[src/rtl/core/tgb_pkg.sv]
// Types and constants of the tangent basis block.
package tgb_pkg;
    localparam int unsigned IN_W   = 32;
    localparam int unsigned OUT_W  = 16;
    localparam int unsigned DLT_W  = 33;
    localparam int unsigned PRD_W  = 66;
    localparam int unsigned ACC_W  = 68;
    localparam int unsigned C_W    = 21;
    localparam int unsigned SUM_W  = 44;
    localparam int unsigned ROOT_W = 22;
    localparam int unsigned NUM_W  = 40;
    localparam int unsigned NUM_OPS = 14;
    localparam logic [OUT_W-1:0] ONE_Q14 = 16'd16384;

    typedef enum logic [3:0] {
        S_IDLE,
        S_MUL,
        S_ACC,
        S_LOAD,
        S_SHIFT,
        S_SQ,
        S_SQACC,
        S_SQRT,
        S_DIVINIT,
        S_DIV,
        S_DONE
    } t_state;
endpackage

[src/rtl/core/tgb_mul.sv]
// Shared signed multiplier with registered product.
module tgb_mul
    import tgb_pkg::*;
(
    input  logic                    i_clk,
    input  logic signed [DLT_W-1:0] i_a,
    input  logic signed [DLT_W-1:0] i_b,
    output logic signed [PRD_W-1:0] o_p
);
    logic signed [PRD_W-1:0] r_p;

    always_ff @(posedge i_clk) begin
        r_p <= i_a * i_b;
    end

    assign o_p = r_p;
endmodule

[config.mk]
export PLATFORM = sky130hd
export DESIGN_NAME = tgb_mul
export DESIGN_NICKNAME = d
export VERILOG_FILES = /design/src/rtl/core/tgb_pkg.sv /design/src/rtl/core/tgb_mul.sv
export SDC_FILE = /design/constraint.sdc
export NUM_CORES = 2
export LEC_CHECK = 0
export ABC_AREA = 1
export BUFFER_PORTS_ARGS = -buffer_cell sky130_fd_sc_hd__buf_2
export CAP_MARGIN = 20
export CORE_ASPECT_RATIO = 1.4
export CORE_UTILIZATION = 46
export CTS_CLUSTER_SIZE = 30
export DETAILED_ROUTE_END_ITERATION = 6
export PLACE_DENSITY = 0.6
export SYNTH_ARGS = -nofsm -noshare
export SYNTH_HDL_FRONTEND = slang
export SYNTH_SLANG_ARGS = --single-unit
[constraint.sdc]
create_clock -name i_clk -period 19.2 [get_ports i_clk]
set_input_delay 0 -clock i_clk [delete_from_list [all_inputs] [get_ports i_clk]]
set_output_delay 0 -clock i_clk [all_outputs]
set_load 0.1 [all_outputs]
==> results.py <==
metrics = {
    "run_status": {
        "outcome": "finished with violations",
        "violations": "DRC",
    },
    "route": {
        "first_pass_iters": 7,
        "drt-vias-per-instance": 4.90,
        "drtIter0Drc": 1949,
        "wl_per_cell_microns": 18.9,
        "drt-total-wl_microns": 126000,
        "ant_nets": 0,
        "vias": 32700,
        "drc_errors": 3,
    },
    "die": {
        "dieWidth_microns": 261,
        "io_pins": 133,
        "num_rows": 132,
        "die_h_microns": 364,
        "initial_core_util_pct": 46.5,
        "die-area_sq_um": 95100,
        "core_area_sq_um": 92800,
    },
    "sta": {
        "fin_hold_ws_ns": 0.179,
        "rsz0062_at_grt": "no",
        "setup_tns_ns": 0,
        "setup_ws_ns": 11.68,
        "worst_pin_slew_ns": 1.02,
        "final-setup-viol-count": 0,
        "finalMaxSlewViolations": 0,
        "max_freq_mhz": 133,
        "period_share_pct": 39.1,
        "hold_viol": 0,
        "period_needed_ns": 7.52,
        "slew_headroom_pct": 32.0,
    },
    "grt": {
        "grt_antenna_before_repair": 9,
        "use_met3_pct": 2.12,
        "grt_use_met2_pct": 54.8,
        "grt_max_degree": 35,
        "grt-ovfl-total": 0,
        "first_global_vias": 36300,
        "gr-usage-met1_pct": 30.2,
        "grt.total_usage_pct": 28.3,
        "grt.busiest_layer": "met2",
        "grt_pass1_wl_microns": 202000,
    },
    "yosys": {
        "synth_edf_count": 0,
        "synthTopCellsByArea": "fa_1, inv_1, nand2_1",
        "yosysSeqAreaShare_pct": 3.06,
        "async_flop_share_pct": 0,
        "syn_area_per_cell_sq_um": 7.79,
        "ys_types": 35,
        "ys_ff_latch": 66,
        "yosysTopAreaCell": "fa_1",
        "synthDominantCellAreaShare_pct": 53.1,
        "syn_inst": 5543,
        "yosys_warnings": 0,
        "syn-num-nets": 6972,
        "yosys_most_used_dff": "dfxtp_1",
        "synth_area_sq_um": 43200,
    },
    "finish": {
        "layout-drive-gt1-share_pct": 4.41,
        "largest_reg_flops": 66,
        "layout_commonest_cell": "inv_1",
        "final_nets": 6884,
        "layout_common_cells": "inv_1, nand2_1, fa_1",
        "fin_area_sq_um": 44900,
        "seq_area_sq_um": 1320,
        "multiInputGateArea_sq_um": 33800,
        "nFillCells": 9399,
        "synthToLayoutAreaGrowth_pct": 4.01,
    },
    "clocking": {
        "cts_setup_buffers": 0,
        "h-tree-depth": 3,
        "cts_resized": 0,
        "root_buffer": "clkbuf_16",
        "clock_path_buffers": 2,
        "cts_sinks": 66,
        "cts_tree": "done",
        "clkTransAtPathRegs_ns": 0.06,
        "hold_buffers": 0,
        "cts_buffers": 9,
    },
    "worst_setup_path": {
        "crit_type": "primary input to register",
        "end_kind": "register",
        "startpoint_type": "primary input",
        "startpoint": "i_b[6]",
        "cp.required_ns": 19.44,
        "cp.arrival_ns": 7.76,
        "cp_max_fo": 33,
    },
    "placed_design": {
        "place_hpwl_microns": 106000,
        "portBuffers": 132,
        "place_congestion": 0.962,
        "dp_slack_ns": 11.38,
        "placed_area_sq_um": 44600,
    },
    "worst_hold_path": {
        "min_path_type": "primary input to register",
        "min_from": "i_b[0]",
    },
    "run": {
        "maxCapViolations": 0,
    },
}
final timing paths:
kind              endpoint  cells after the start
hold / removal      o_p[0]                      4
setup / recovery   o_p[57]                     23
synthesized netlist by cell type, types with 2 or more instances:
cell type and number:
a21o_1 2, a21oi_1 61, a21oi_2 4, and2_1 2
clkbuf_1 262, dfxtp_1 66, fa_1 1145, ha_1 217
inv_1 1894, nand2_1 1517, nand2_2 17, nand3_1 70
nand3_2 8, nand3b_1 3, nand4_1 19, nor2_1 131
nor2_2 20, nor2_4 3, nor3_1 7, nor4_1 4
o21ai_0 19, o21ai_1 3, o21bai_1 14, or2_2 5
xnor2_1 4, xor2_1 37
logic make-up (layout without fill, tap and decap cells):
group	Yosys count	after routing	share of synthesized area (%)
other cells	0	3	0
simple gates	1810	1810	16.6
xor+xnor	41	41	0.832
flops	66	66	3.06
compound gates	106	106	1.38
buf+inv	2158	2075	18.8
fa+ha+maj	1362	1362	59.4
critical path: stages:
cell and delay (ns):
buf_2 0.68, nand2_1 0.28, inv_1 0.16, fa_1 0.44
fa_1 0.53, inv_1 0.13, fa_1 0.57, inv_1 0.08
fa_1 1.18, fa_1 0.59, fa_1 0.51, fa_1 0.49
inv_1 0.05, fa_1 0.47, inv_1 0.05, ha_1 0.42
nand2_1 0.15, nor2_1 0.26, nand3_1 0.18, nor2_1 0.20
o21ai_0 0.15, nand4_1 0.12, nand2_1 0.06
metrics by stage:
step	std cells	utilization [%]
global route	6669	48.4
detailed placement	6650	48.0
CTS	6666	48.4
global placement	6650	48.0
floorplan	5543	-
finish	6669	48.4
layer usage:
layer / part of all wire [%] / routed length [microns]
met1: 34 / 42800
met2: 56 / 70500
met3: 3.9 / 4880
met4: 6.3 / 7950
met5: 0.037 / 47
final cells by class:
| cell class | instances | area share (%) |
|---|---|---|
| timing repair buffer | 164 | 2.01 |
| sequential | 66 | 2.94 |
| multi-input combinational | 3319 | 75.2 |
| clock buffer | 9 | 0.502 |
| tap | 1206 | 3.36 |
| clock inverter | 7 | 0.173 |
| antenna | 3 | 0.0167 |
| inverter | 1895 | 15.8 |
Power is left out: the tool's default activity adds up to more than one toggle a clock period on the data nets, which glitch-free logic cannot reach.
